===== config.mk =====
export PLATFORM = sky130hd
export DESIGN_NAME = rumor_median_counter_fsm
export DESIGN_NICKNAME = d
export VERILOG_FILES = /design/src/rtl/core/rmc_pkg.sv /design/src/rtl/core/rumor_median_counter_fsm.sv /design/src/rtl/core/rmc_front.sv /design/src/rtl/core/rmc_queue.sv /design/src/rtl/core/rmc_back.sv
export SDC_FILE = /design/constraint.sdc
export NUM_CORES = 2
export LEC_CHECK = 0
export BUFFER_PORTS_ARGS = -buffer_cell sky130_fd_sc_hd__buf_2
export CAP_MARGIN = 5
export CORE_MARGIN = 4
export CORE_UTILIZATION = 40
export CTS_CLUSTER_DIAMETER = 80
export DETAILED_ROUTE_END_ITERATION = 16
export HOLD_SLACK_MARGIN = 0.05
export PLACE_DENSITY_LB_ADDON = 0.3
export SYNTH_ARGS = -nofsm -noshare
export SYNTH_HDL_FRONTEND = slang
export SYNTH_SLANG_ARGS = --single-unit
export TNS_END_PERCENT = 50

===== constraint.sdc =====
create_clock -name clk -period 7.1 [get_ports clk]
set_input_delay 0.355 -clock clk [delete_from_list [all_inputs] [get_ports clk]]
set_output_delay 0.355 -clock clk [all_outputs]
set_load 0.01 [all_outputs]

===== src/rtl/core/rmc_pkg.sv =====
// Shared types, constants and helpers for the median-counter rumor block.
// Depends on nothing; every other file in rtl/core imports it.
package rmc_pkg;

    localparam int ROUND_BITS = 10;
    localparam int MEMBER_W   = 6;
    localparam int CFG_IDX_W  = 2;

    typedef enum logic [1:0] {
        FUNC_RECV  = 2'd0,
        FUNC_PEER  = 2'd1,
        FUNC_ADV   = 2'd2,
        FUNC_START = 2'd3
    } func_t;

    typedef enum logic [1:0] {
        PH_NEW   = 2'd0,
        PH_KNOWN = 2'd1,
        PH_OLD   = 2'd2
    } phase_t;

    typedef enum logic [1:0] {
        SEED_NONE  = 2'd0,
        SEED_OLD   = 2'd1,
        SEED_KNOWN = 2'd2,
        SEED_ENTRY = 2'd3
    } seed_t;

    typedef enum logic [2:0] {
        BK_IDLE = 3'd0,
        BK_EXEC = 3'd1,
        BK_SCAN = 3'd2,
        BK_TAIL = 3'd3,
        BK_FIN  = 3'd4
    } back_state_t;

    localparam logic [CFG_IDX_W-1:0] CFG_MAX_TOTAL = 2'd0;
    localparam logic [CFG_IDX_W-1:0] CFG_MAX_IN_B  = 2'd1;
    localparam logic [CFG_IDX_W-1:0] CFG_MAX_IN_C  = 2'd2;

    typedef struct packed {
        logic [ROUND_BITS-1:0] max_total;
        logic [ROUND_BITS-1:0] max_b;
        logic [ROUND_BITS-1:0] max_c;
    } cfg_t;

    typedef struct packed {
        func_t                 func;
        logic                  in_range;
        logic [MEMBER_W-1:0]   member;
        logic [ROUND_BITS-1:0] round;
        seed_t                 seed;
    } cmd_t;

    function automatic logic [ROUND_BITS-1:0] sat_round(input logic [ROUND_BITS:0] v);
        sat_round = v[ROUND_BITS] ? {ROUND_BITS{1'b1}} : v[ROUND_BITS-1:0];
    endfunction

endpackage


===== src/rtl/core/rumor_median_counter_fsm.sv =====
// Median-counter rumor state machine with phases new, known and old.
// Input channel in_valid/in_stall carries func, member, round, with_sender;
// one result beat per input beat on out_valid/out_stall carries phase,
// round_count, spread_rounds, known_rounds and is_old, showing the state
// after the item. Results come out in input order.
// Path: receive, peer, start and an advance outside the new phase pass the
// queue, the back end's pop and execute steps and the result register; an
// advance in the new phase within the total limit instead walks the member
// table one entry a cycle (scan, tail, final update) before its result.
// The back end takes one item at a time; a new-phase table walk occupies it.
// A two-entry command queue sits between decode and execution, so up to three
// items are taken while a result waits on out_stall: one held in execution
// and two in the queue.
// Reset: phase new, counters zero, table and pending peers empty, limits
// 10 / 3 / 3; no clearing pass, items are taken right after reset.
// Configuration: cfg_wr_en writes cfg_wdata to register cfg_index (0 total,
// 1 spreading, 2 known limit); the user writes only while the block is idle,
// not enforced. Depends on rmc_pkg, rmc_front, rmc_queue, rmc_back.
module rumor_median_counter_fsm #(
    parameter int MEMBERS = 64
) (
    input  logic                            clk,
    input  logic                            rst_n,
    input  logic                            cfg_wr_en,
    input  logic [rmc_pkg::CFG_IDX_W-1:0]   cfg_index,
    input  logic [rmc_pkg::ROUND_BITS-1:0]  cfg_wdata,
    input  logic                            in_valid,
    output logic                            in_stall,
    input  logic [1:0]                      func,
    input  logic [rmc_pkg::MEMBER_W-1:0]    member,
    input  logic [rmc_pkg::ROUND_BITS-1:0]  round,
    input  logic                            with_sender,
    output logic                            out_valid,
    input  logic                            out_stall,
    output logic [1:0]                      phase,
    output logic [rmc_pkg::ROUND_BITS-1:0]  round_count,
    output logic [rmc_pkg::ROUND_BITS-1:0]  spread_rounds,
    output logic [rmc_pkg::ROUND_BITS-1:0]  known_rounds,
    output logic                            is_old
);
    import rmc_pkg::*;

    cfg_t cfg_reg;
    cfg_t cfg_next;
    cmd_t front_cmd;
    cmd_t head_cmd;
    logic head_valid;
    logic pop;
    logic full;

    always_comb
    begin
        cfg_next = cfg_reg;
        if (cfg_wr_en) begin
            unique case (cfg_index)
                CFG_MAX_TOTAL: cfg_next.max_total = cfg_wdata;
                CFG_MAX_IN_B:  cfg_next.max_b     = cfg_wdata;
                CFG_MAX_IN_C:  cfg_next.max_c     = cfg_wdata;
                default:
                begin
                end
            endcase
        end
    end

    always_ff @(posedge clk or negedge rst_n)
    begin
        if (!rst_n) begin
            cfg_reg.max_total <= ROUND_BITS'(10);
            cfg_reg.max_b     <= ROUND_BITS'(3);
            cfg_reg.max_c     <= ROUND_BITS'(3);
        end else begin
            cfg_reg <= cfg_next;
        end
    end

    assign in_stall = full;

    rmc_front #(
        .MEMBERS (MEMBERS)
    ) u_front (
        .func        (func),
        .member      (member),
        .round       (round),
        .with_sender (with_sender),
        .cfg         (cfg_reg),
        .cmd         (front_cmd)
    );

    rmc_queue u_queue (
        .clk        (clk),
        .rst_n      (rst_n),
        .push       (in_valid),
        .push_cmd   (front_cmd),
        .full       (full),
        .pop        (pop),
        .head_valid (head_valid),
        .head_cmd   (head_cmd)
    );

    rmc_back #(
        .MEMBERS (MEMBERS)
    ) u_back (
        .clk           (clk),
        .rst_n         (rst_n),
        .cfg           (cfg_reg),
        .head_valid    (head_valid),
        .head_cmd      (head_cmd),
        .pop           (pop),
        .out_stall     (out_stall),
        .out_valid     (out_valid),
        .phase         (phase),
        .round_count   (round_count),
        .spread_rounds (spread_rounds),
        .known_rounds  (known_rounds),
        .is_old        (is_old)
    );

endmodule


===== src/rtl/core/rmc_front.sv =====
// Front end: decodes one input beat into a command for the back end.
// Depends on rmc_pkg; feeds rmc_queue.
module rmc_front #(
    parameter int MEMBERS = 64
) (
    input  logic [1:0]                    func,
    input  logic [rmc_pkg::MEMBER_W-1:0]  member,
    input  logic [rmc_pkg::ROUND_BITS-1:0] round,
    input  logic                          with_sender,
    input  rmc_pkg::cfg_t                 cfg,
    output rmc_pkg::cmd_t                 cmd
);
    import rmc_pkg::*;

    logic in_range;

    assign in_range = (32'(member) < MEMBERS);

    always_comb
    begin
        cmd.func     = func_t'(func);
        cmd.in_range = in_range;
        cmd.member   = member;
        cmd.round    = round;
        if (!with_sender) begin
            cmd.seed = SEED_NONE;
        end else if (round > cfg.max_total) begin
            cmd.seed = SEED_OLD;
        end else if (round > cfg.max_b) begin
            cmd.seed = (cfg.max_c == '0) ? SEED_OLD : SEED_KNOWN;
        end else if (in_range) begin
            cmd.seed = SEED_ENTRY;
        end else begin
            cmd.seed = SEED_NONE;
        end
    end

endmodule


===== src/rtl/core/rmc_queue.sv =====
// Two-entry command queue between front end and back end.
// Depends on rmc_pkg for the command type.
module rmc_queue (
    input  logic          clk,
    input  logic          rst_n,
    input  logic          push,
    input  rmc_pkg::cmd_t push_cmd,
    output logic          full,
    input  logic          pop,
    output logic          head_valid,
    output rmc_pkg::cmd_t head_cmd
);
    import rmc_pkg::*;

    cmd_t       ent_reg [2];
    logic       wr_ptr_reg;
    logic       wr_ptr_next;
    logic       rd_ptr_reg;
    logic       rd_ptr_next;
    logic [1:0] count_reg;
    logic [1:0] count_next;
    logic       do_push;
    logic       do_pop;

    assign full       = (count_reg == 2'd2);
    assign head_valid = (count_reg != 2'd0);
    assign head_cmd   = ent_reg[rd_ptr_reg];
    assign do_push    = push && !full;
    assign do_pop     = pop && head_valid;

    always_comb
    begin
        wr_ptr_next = wr_ptr_reg ^ do_push;
        rd_ptr_next = rd_ptr_reg ^ do_pop;
        count_next  = count_reg + {1'b0, do_push} - {1'b0, do_pop};
    end

    always_ff @(posedge clk or negedge rst_n)
    begin
        if (!rst_n) begin
            wr_ptr_reg <= 1'b0;
            rd_ptr_reg <= 1'b0;
            count_reg  <= 2'd0;
        end else begin
            wr_ptr_reg <= wr_ptr_next;
            rd_ptr_reg <= rd_ptr_next;
            count_reg  <= count_next;
        end
    end

    always_ff @(posedge clk)
    begin
        if (do_push) begin
            ent_reg[wr_ptr_reg] <= push_cmd;
        end
    end

endmodule


===== src/rtl/core/rmc_back.sv =====
// Back end: executes commands against the member table and round counters,
// walks the table on an advance in the new phase. Depends on rmc_pkg.
module rmc_back #(
    parameter int MEMBERS = 64
) (
    input  logic                           clk,
    input  logic                           rst_n,
    input  rmc_pkg::cfg_t                  cfg,
    input  logic                           head_valid,
    input  rmc_pkg::cmd_t                  head_cmd,
    output logic                           pop,
    input  logic                           out_stall,
    output logic                           out_valid,
    output logic [1:0]                     phase,
    output logic [rmc_pkg::ROUND_BITS-1:0] round_count,
    output logic [rmc_pkg::ROUND_BITS-1:0] spread_rounds,
    output logic [rmc_pkg::ROUND_BITS-1:0] known_rounds,
    output logic                           is_old
);
    import rmc_pkg::*;

    localparam int IDX_W = (MEMBERS > 1) ? $clog2(MEMBERS) : 1;
    localparam int CNT_W = $clog2(MEMBERS + 1);
    localparam logic [IDX_W-1:0] LAST_IDX = IDX_W'(MEMBERS - 1);

    back_state_t           state_reg;
    back_state_t           state_next;
    cmd_t                  cmd_reg;
    cmd_t                  cmd_next;
    phase_t                phase_reg;
    phase_t                phase_next;
    logic [ROUND_BITS-1:0] total_reg;
    logic [ROUND_BITS-1:0] total_next;
    logic [ROUND_BITS-1:0] spread_reg;
    logic [ROUND_BITS-1:0] spread_next;
    logic [ROUND_BITS-1:0] known_reg;
    logic [ROUND_BITS-1:0] known_next;
    logic [MEMBERS-1:0]    member_valid_reg;
    logic [MEMBERS-1:0]    member_valid_next;
    logic [MEMBERS-1:0]    pending_peer_reg;
    logic [MEMBERS-1:0]    pending_peer_next;
    logic [IDX_W-1:0]      scan_reg;
    logic [IDX_W-1:0]      scan_next;
    logic                  chk_vld_reg;
    logic                  chk_vld_next;
    logic [IDX_W-1:0]      chk_idx_reg;
    logic [IDX_W-1:0]      chk_idx_next;
    logic [CNT_W-1:0]      less_reg;
    logic [CNT_W-1:0]      less_next;
    logic [CNT_W-1:0]      ge_reg;
    logic [CNT_W-1:0]      ge_next;
    logic                  hit_reg;
    logic                  hit_next;
    logic                  out_valid_reg;
    logic                  out_valid_next;
    logic [ROUND_BITS-1:0] rdata_reg;
    logic [ROUND_BITS-1:0] round_mem [MEMBERS];

    logic [MEMBER_W+IDX_W-1:0] head_wide;
    logic [MEMBER_W+IDX_W-1:0] cmd_wide;
    logic [IDX_W-1:0]          head_idx;
    logic [IDX_W-1:0]          cmd_idx;
    logic [IDX_W-1:0]          rd_addr;
    logic                      mem_we;
    logic                      out_free;
    logic [ROUND_BITS:0]       total_inc;
    logic [ROUND_BITS:0]       spread_inc;
    logic [ROUND_BITS:0]       spread_fin;
    logic [ROUND_BITS:0]       known_inc;
    logic                      new_over;
    logic                      entry_on;
    logic [ROUND_BITS-1:0]     entry_round;
    logic                      known_now;

    assign head_wide  = {{IDX_W{1'b0}}, head_cmd.member};
    assign cmd_wide   = {{IDX_W{1'b0}}, cmd_reg.member};
    assign head_idx   = head_wide[IDX_W-1:0];
    assign cmd_idx    = cmd_wide[IDX_W-1:0];
    assign out_free   = !out_valid_reg || !out_stall;
    assign total_inc  = {1'b0, total_reg} + 1'b1;
    assign spread_inc = {1'b0, spread_reg} + 1'b1;
    assign known_inc  = {1'b0, known_reg} + 1'b1;
    assign new_over   = total_inc > {1'b0, cfg.max_total};
    assign spread_fin = (ge_reg > less_reg) ? spread_inc + 1'b1 : spread_inc;
    assign known_now  = hit_reg || (spread_fin > {1'b0, cfg.max_b});

    assign out_valid     = out_valid_reg;
    assign phase         = phase_reg;
    assign round_count   = total_reg;
    assign spread_rounds = spread_reg;
    assign known_rounds  = known_reg;
    assign is_old        = (phase_reg == PH_OLD);

    always_comb
    begin
        state_next = state_reg;
        unique case (state_reg)
            BK_IDLE:
            begin
                if (head_valid) begin
                    state_next = BK_EXEC;
                end
            end
            BK_EXEC:
            begin
                if (cmd_reg.func == FUNC_ADV && phase_reg == PH_NEW && !new_over) begin
                    state_next = BK_SCAN;
                end else if (out_free) begin
                    state_next = BK_IDLE;
                end
            end
            BK_SCAN:
            begin
                if (scan_reg == LAST_IDX) begin
                    state_next = BK_TAIL;
                end
            end
            BK_TAIL:
            begin
                state_next = BK_FIN;
            end
            BK_FIN:
            begin
                if (out_free) begin
                    state_next = BK_IDLE;
                end
            end
            default:
            begin
                state_next = BK_IDLE;
            end
        endcase
    end

    always_comb
    begin
        cmd_next          = cmd_reg;
        phase_next        = phase_reg;
        total_next        = total_reg;
        spread_next       = spread_reg;
        known_next        = known_reg;
        member_valid_next = member_valid_reg;
        pending_peer_next = pending_peer_reg;
        scan_next         = scan_reg;
        chk_vld_next      = 1'b0;
        chk_idx_next      = chk_idx_reg;
        less_next         = less_reg;
        ge_next           = ge_reg;
        hit_next          = hit_reg;
        out_valid_next    = out_valid_reg && out_stall;
        pop               = 1'b0;
        mem_we            = 1'b0;
        rd_addr           = cmd_idx;

        // classify the entry read out of the table last cycle
        entry_on    = member_valid_reg[chk_idx_reg] || pending_peer_reg[chk_idx_reg];
        entry_round = member_valid_reg[chk_idx_reg] ? rdata_reg : '0;
        if (chk_vld_reg && entry_on) begin
            if ({1'b0, entry_round} < total_inc) begin
                less_next = less_reg + 1'b1;
            end else if (entry_round > cfg.max_b) begin
                hit_next = 1'b1;
            end else begin
                ge_next = ge_reg + 1'b1;
            end
        end

        unique case (state_reg)
            BK_IDLE:
            begin
                rd_addr = head_idx;
                if (head_valid) begin
                    pop      = 1'b1;
                    cmd_next = head_cmd;
                end
            end
            BK_EXEC:
            begin
                unique case (cmd_reg.func)
                    FUNC_RECV:
                    begin
                        if (out_free) begin
                            out_valid_next = 1'b1;
                            if (phase_reg == PH_NEW && cmd_reg.in_range) begin
                                if (!member_valid_reg[cmd_idx] || rdata_reg < cmd_reg.round) begin
                                    mem_we = 1'b1;
                                end
                                member_valid_next[cmd_idx] = 1'b1;
                            end
                        end
                    end
                    FUNC_PEER:
                    begin
                        if (out_free) begin
                            out_valid_next = 1'b1;
                            if (cmd_reg.in_range) begin
                                pending_peer_next[cmd_idx] = 1'b1;
                            end
                        end
                    end
                    FUNC_ADV:
                    begin
                        unique case (phase_reg)
                            PH_NEW:
                            begin
                                if (!new_over) begin
                                    scan_next = '0;
                                    less_next = '0;
                                    ge_next   = '0;
                                    hit_next  = 1'b0;
                                end else if (out_free) begin
                                    out_valid_next    = 1'b1;
                                    phase_next        = PH_OLD;
                                    spread_next       = sat_round(spread_inc);
                                    member_valid_next = '0;
                                    pending_peer_next = '0;
                                end
                            end
                            PH_KNOWN:
                            begin
                                if (out_free) begin
                                    out_valid_next    = 1'b1;
                                    pending_peer_next = '0;
                                    if (new_over || known_inc > {1'b0, cfg.max_c}) begin
                                        phase_next        = PH_OLD;
                                        member_valid_next = '0;
                                    end else begin
                                        total_next = sat_round(total_inc);
                                        known_next = sat_round(known_inc);
                                    end
                                end
                            end
                            default:
                            begin
                                if (out_free) begin
                                    out_valid_next    = 1'b1;
                                    pending_peer_next = '0;
                                    total_next        = sat_round(total_inc);
                                end
                            end
                        endcase
                    end
                    FUNC_START:
                    begin
                        if (out_free) begin
                            out_valid_next    = 1'b1;
                            phase_next        = PH_NEW;
                            total_next        = '0;
                            spread_next       = '0;
                            known_next        = '0;
                            member_valid_next = '0;
                            pending_peer_next = '0;
                            unique case (cmd_reg.seed)
                                SEED_OLD:
                                begin
                                    phase_next = PH_OLD;
                                end
                                SEED_KNOWN:
                                begin
                                    phase_next = PH_KNOWN;
                                    known_next = ROUND_BITS'(1);
                                end
                                SEED_ENTRY:
                                begin
                                    mem_we                     = 1'b1;
                                    member_valid_next[cmd_idx] = 1'b1;
                                end
                                SEED_NONE:
                                begin
                                end
                            endcase
                        end
                    end
                endcase
            end
            BK_SCAN:
            begin
                rd_addr      = scan_reg;
                chk_vld_next = 1'b1;
                chk_idx_next = scan_reg;
                scan_next    = scan_reg + 1'b1;
            end
            BK_TAIL:
            begin
                rd_addr = scan_reg;
            end
            BK_FIN:
            begin
                if (out_free) begin
                    out_valid_next    = 1'b1;
                    total_next        = sat_round(total_inc);
                    member_valid_next = '0;
                    pending_peer_next = '0;
                    if (known_now) begin
                        phase_next  = PH_KNOWN;
                        known_next  = sat_round(known_inc);
                        spread_next = sat_round(spread_fin - 1'b1);
                    end else begin
                        spread_next = sat_round(spread_fin);
                    end
                end
            end
            default:
            begin
            end
        endcase
    end

    always_ff @(posedge clk or negedge rst_n)
    begin
        if (!rst_n) begin
            state_reg        <= BK_IDLE;
            phase_reg        <= PH_NEW;
            total_reg        <= '0;
            spread_reg       <= '0;
            known_reg        <= '0;
            member_valid_reg <= '0;
            pending_peer_reg <= '0;
            scan_reg         <= '0;
            chk_vld_reg      <= 1'b0;
            chk_idx_reg      <= '0;
            less_reg         <= '0;
            ge_reg           <= '0;
            hit_reg          <= 1'b0;
            out_valid_reg    <= 1'b0;
        end else begin
            state_reg        <= state_next;
            phase_reg        <= phase_next;
            total_reg        <= total_next;
            spread_reg       <= spread_next;
            known_reg        <= known_next;
            member_valid_reg <= member_valid_next;
            pending_peer_reg <= pending_peer_next;
            scan_reg         <= scan_next;
            chk_vld_reg      <= chk_vld_next;
            chk_idx_reg      <= chk_idx_next;
            less_reg         <= less_next;
            ge_reg           <= ge_next;
            hit_reg          <= hit_next;
            out_valid_reg    <= out_valid_next;
        end
    end

    always_ff @(posedge clk)
    begin
        cmd_reg <= cmd_next;
    end

    always_ff @(posedge clk)
    begin
        if (mem_we) begin
            round_mem[cmd_idx] <= cmd_reg.round;
        end
        rdata_reg <= round_mem[rd_addr];
    end

endmodule


Word level (Yosys, flattened, before mapping)
Memories as Yosys holds them, arrays and structs flattened. A register that Yosys moved wholly into a read port is not among the register bits.
Index checks and enable logic that the tools add are counted.
{"block": "classes", "n_addsub": 10, "order_cmp": 12, "eq_ne": 43, "n_mux": 120, "bitwise_logic": 4, "n_reduce_logical": 40}
{"cell": "two-way mux 64 bit", "n": 13}
{"cell": "one-hot mux 64 bit (2 select lines)", "n": 3}
{"cell": "one-hot mux 64 bit (3 select lines)", "n": 2}
{"cell": "two-way mux 10 bit", "n": 21}
{"cell": "one-hot mux 10 bit (2 select lines)", "n": 7}
{"cell": "bitwise OR 64 bit", "n": 2}
{"cell": "two-way mux 7 bit", "n": 13}
{"cell": "adder 10 x 1 -> 11 bit, second input constant", "n": 3}
{"cell": "greater-than comparator 11 x 10 -> 1 bit", "n": 3}
{"cell": "greater-than comparator 10 bit", "n": 3}
{"cell": "two-way mux 1 bit", "n": 28}
{"cell": "one-hot mux 6 bit (2 select lines)", "n": 2}
{"cell": "two-way mux 2 bit", "n": 11}
{"cell": "!= test 3 x 2 -> 1 bit, second input constant", "n": 7}
{"cell": "binary-select mux 1 bit (select 6 bit)", "n": 3}
{"cell": "two-way mux 6 bit", "n": 3}
{"cell": "one-hot mux 2 bit (2 select lines)", "n": 4}
{"cell": "one-hot mux 3 bit (5 select lines)", "n": 1}
{"cell": "adder 7 x 1 -> 7 bit, second input constant", "n": 2}
{"cell": "== test 2 bit, second input constant", "n": 7}
{"cell": "< comparator 6 x 7 -> 1 bit, second input constant", "n": 2}
{"cell": "two-way mux 3 bit", "n": 4}
{"cell": "!= test 3 bit, second input constant", "n": 4}
{"cell": "!= test 4 x 3 -> 1 bit, second input constant", "n": 3}
{"cell": "40 further kinds", "n": 78}
{"block": "totals", "register_bits": 247, "ramBits": 680, "input_bits": 36, "output_inout_bits": 35, "wordCells": 256, "memories": 2}
{"memory": "u_back.round_mem", "words": 64, "width": 10, "rd": 1, "rd_ports_with_merged_regs": 1, "write_ports": 1, "line": "rmc_back.sv:57", "source": "logic [ROUND_BITS-1:0] round_mem [MEMBERS];"}
{"memory": "u_queue.ent_reg", "words": 2, "width": 20, "rd": 1, "rd_ports_with_merged_regs": 0, "write_ports": 1, "line": "rmc_queue.sv:15", "source": "cmd_t ent_reg [2];"}

Logic depth before layout (Yosys ltp)
{"block": "depth", "ltp_word": 11, "ltp_mapped": 18, "ltp_nobuf": 17}

Modules after synthesis
Synthesis repeated with hierarchy kept, for this count alone.
{"block": "unflattened", "cells_unflattened": 2792, "area_unflattened_um2": 42253.0}
{"module": "rmc_back", "instances": 1, "cells_each": 2544, "area_each_um2": 38577.0, "seq_area_each_um2": 24853.8}
{"module": "rmc_queue", "instances": 1, "cells_each": 85, "area_each_um2": 1741.7, "seq_area_each_um2": 1361.3}
{"module": "rumor_median_counter_fsm", "instances": 1, "cells_each": 66, "area_each_um2": 1232.4, "seq_area_each_um2": 758.2}
{"module": "rmc_front", "instances": 1, "cells_each": 97, "area_each_um2": 701.9, "seq_area_each_um2": 0.0}

Worst setup path before layout
No wires, ideal clock.
{"block": "synth_path", "kind": "register -> register", "start": "reg u_back.chk_idx_reg[1]", "end": "reg u_back.less_reg[5]", "setup_ps": 78, "arrival_time_ps": 4693, "t_required_ps": 7022, "slack_ps": 2329, "path_stages_with_launch": 18, "n_path_buf": 3, "synth_period_minus_slack_ps": 4771, "cell_sequence": "dfrtp_1 -> clkbuf_1 -> clkbuf_1 -> mux4_2 -> mux4_2 -> mux4_2 -> clkbuf_1 -> and2_1 -> ha_1 -> a21o_1 -> a21o_1 -> a21o_1 -> a21o_1 -> a211o_1 -> a211oi_2 -> nand2_2 -> or4_1 -> a21oi_1"}
{"block": "synth_between", "elab_chain_len": 10, "elab_cells_between_ends": 14, "cone_classes": "order compare (1); mux (11); reduce/logical (2)"}
{"element": "start, declared", "line": "rmc_back.sv:46", "source": "logic [IDX_W-1:0] chk_idx_reg;"}
{"element": "start signal, assigned", "line": "rmc_back.sv:336", "source": "chk_idx_reg <= chk_idx_next;"}
{"element": "binary-select mux 1 bit (select 6 bit)", "line": "rmc_back.sv:156, rmc_back.sv:157"}
{"element": "two-way mux 1 bit (not written as such)", "line": "rmc_back.sv:156, rmc_back.sv:157"}
{"element": "two-way mux 10 bit", "line": "rmc_back.sv:157", "source": "entry_round = member_valid_reg[chk_idx_reg] ? rdata_reg : '0;"}
{"element": "< comparator 10 x 11 -> 1 bit", "line": "rmc_back.sv:159", "source": "if ({1'b0, entry_round} < total_inc) begin"}
{"element": "two-way mux 7 bit", "line": "rmc_back.sv:159"}
{"element": "two-way mux 7 bit *", "line": "rmc_back.sv:158", "source": "if (chk_vld_reg && entry_on) begin"}
{"element": "two-way mux 7 bit", "line": "rmc_back.sv:206", "source": "if (!new_over) begin"}
{"element": "two-way mux 7 bit", "line": "rmc_back.sv:203", "source": "unique case (phase_reg)"}
{"element": "two-way mux 7 bit", "line": "rmc_back.sv:179", "source": "unique case (cmd_reg.func)"}
{"element": "two-way mux 7 bit *", "line": "rmc_back.sv:168", "source": "unique case (state_reg)"}
{"element": "named net u_back.less_next[5]", "line": "rmc_back.sv:49", "source": "logic [CNT_W-1:0] less_next;"}
{"element": "end signal, assigned", "line": "rmc_back.sv:337", "source": "less_reg <= less_next;"}
{"element": "end, declared", "line": "rmc_back.sv:48", "source": "logic [CNT_W-1:0] less_reg;"}
The timed path passes the listed nets; every way through them passes the cells marked *. The select of a mux whose other input is x is not followed.
A chain may end at the register's enable or synchronous reset.

Worst setup path in the final report
{"block": "layout_path", "start": "reg u_back.chk_idx_reg[0]", "end": "reg u_back.less_reg[5]"}
Same word-level chain as after synthesis.

==> flow_summary.toml <==
[timing]
period_needed_ns = 5.58
maxSlewViolCount = 0
max_freq_mhz = 179
period_share = 0.786
slew_headroom = 0.133
whs_ns = 0.0787
fin_skew_ns = 0.0318
rsz0062_at_grt = "no"
tightestPinTransition_ns = 1.30
setup_tns_ns = 0
finalSetupViolations = 0
hold_violations = 0

[clocking]
clk_path_buf_depth = 3
cts_tree = "yes"
clkSinkCount = 936
htree_levels = 3
cts_resized = 0
clk_pin_slew_ns = 0.06
clk_latency_ns = 0.68
cts_made_buffers = 100
clock-root-buffer = "clkbuf_16"

[worst_setup_path]
rr_startpoint = "u_back.chk_idx_reg[0]"
start_kind = "flip-flop"
critPathLaunch = "u_back.chk_idx_reg[0]"
crit_type = "flip-flop to flip-flop"
arrival_ns = 6.17
required_ns = 7.69
crit_fanout = 28
endpoint_kind = "flip-flop"

[floorplan]
die_h_um = 337
core_um2 = 107000
initial_core_util = 0.403
io_pins = 71
num_rows = 120
die_area_um2 = 113000
die-width_um = 337

[yosys]
yosys_most_used_dff = "edfxtp_1"
synth_cell_types = 70
yosysMostFrequentCell = "edfxtp_1"
synth_top_area_cell = "edfxtp_1"
synth_top_area_share = 0.486
ys_ff_latch = 936
synth_seq_area_share = 0.622
ys_top_cells_by_count = "700 x edfxtp_1, 639 x mux2i_1, 220 x dfrtp_1, 202 x nand2_1"
netlist_area_um2 = 43300
yosys-top-cells-area = "edfxtp_1 49%, mux2i_1 15%, dfrtp_1 13%"
synthArstFlopShare = 0.241
synth_fp_nets = 3217
synth_warnings = 0
avgSynthCellArea_um2 = 14.0
synth_edf_count = 700
netlist_instances = 3079

[cells_and_area]
nFillCells = 9560
seq_area_um2 = 26900
drive_above_1_share = 0.145
area.growth.synth_to_final_pct = 14.0
nets = 3309
largest_reg_flops = 640
multiInputGateArea_um2 = 15700
diodes = 0
fin_util = 0.460

[run_status]
status = "completed"

[placement]
gp_congestion = 0.882
detailed_place_hpwl_um = 65000
port-buffer-count = 70

[route]
vias = 25923
drt-pass1-iter-count = 5
wl_um = 106000
drc = 0
antenna_left = 0
wl_per_cell_um = 22.7
drt_iter0_markers = 2026
vias_per_cell = 5.57

[min_path]
hold_path_class = "primary input to flip-flop"
min-delay-start = "with_sender"

[run]
cap_violations = 0

[grt]
antenna_found_initial = 0
first_global_vias = 25815
grt.total_usage = 0.185
grt_pass1_wl_um = 161000
grt-ovfl-total = 0
grt_max_degree = 107

[pwr]
vdd_drop_max_mv = 0.449
finalPower_mw = 23.5
p_leak_nw = 19.3
p_per_area_nw_per_um2 = 476
## placed cells by master, fill, tap and decap left out, types with 34 or more instances in the layout
cell       count
a211oi_2      54
a21oi_1      114
a22oi_1       43
buf_2         69
buf_4         75
clkbuf_16    102
dfrtp_1      219
edfxtp_1     700
ha_1         102
inv_1         77
mux2_2        52
mux2i_1      639
mux4_2        42
nand2_1      201
nand3_1       34
nor2_1       134
o2bb2ai_1     64
## final timing paths
path                       cells after the start                     endpoint  slack, ns
setup / recovery                              14           u_back.less_reg[5]       1.52
setup reg to reg                              14           u_back.less_reg[5]       1.52
hold reg to reg                                2  u_back.pending_peer_reg[39]       0.49
max in group asynchronous                      3        u_back.chk_idx_reg[0]       5.38
min in group asynchronous                      2           u_back.less_reg[6]       0.33
hold / removal                                 2        u_queue.ent_reg[1][0]       0.08
## critical path, stage by stage (launching register included)
cell      delay [ns]
dfrtp_2         0.97
mux4_2          0.61
mux4_2          0.52
mux4_2          0.66
and2_1          0.25
ha_1            0.31
a21o_1          0.16
a21o_1          0.17
a21o_1          0.17
a21o_1          0.17
a211o_1         0.33
a211oi_2        0.32
nand2_2         0.19
or4_1           0.49
a21oi_1         0.15
## cell families after synthesis
logic type | after synthesis | share of synthesized area
xor gates and xnor gates | 53 | 0.0107
AOI/OAI and AO/OA | 463 | 0.0742
and+or+nand+nor | 517 | 0.0553
buffers and inverters | 269 | 0.0238
DFF | 936 | 0.622
muxes | 739 | 0.185
adders and majority gates | 102 | 0.0295
## power breakdown
group / switching, mW / total, mW / internal, mW
Combinational: 6.58 / 10.5 / 3.94
Clock: 2.18 / 5.29 / 3.11
Sequential: 0.611 / 7.68 / 7.07
Total: 9.37 / 23.5 / 14.1
## per-layer routing
layer | vias up | part of all wire | GRT usage | wire length [um]
li1 | 11957 | - | - | -
met1 | 13118 | 0.45 | 0.255 | 47000
met2 | 714 | 0.48 | 0.305 | 50200
met3 | 134 | 0.051 | 0.0278 | 5370
met4 | 0 | 0.028 | 0.0590 | 2980
met5 | - | 0 | 0 | 0
## through the flow
stage / setup WS, ns / instance area, um2 / instances
floorplan: 2.33 / 43300 / 3079
global placement: 1.52 / 45700 / 4442
detailed placement: 1.51 / 45700 / 4442
CTS: 1.49 / 49300 / 4657
global route: 1.24 / 49300 / 4657
finish: 1.52 / 49300 / 4657
## area by class of cell
class,instances,area share
sequential,936,0.545
timing repair buffer,179,0.0264
inverter,80,0.00611
clock buffer,126,0.0542
tap,1403,0.0356
clock inverter,59,0.0138
multi-input combinational,1874,0.319
## repair_timing
item | 4_1_cts | 5_1_grt
setup buffers | 0 | 0
hold buffers | 30 | 0
hold endpoints to repair | 171 | 0
Note: power is estimated with default switching activity, not from simulation.
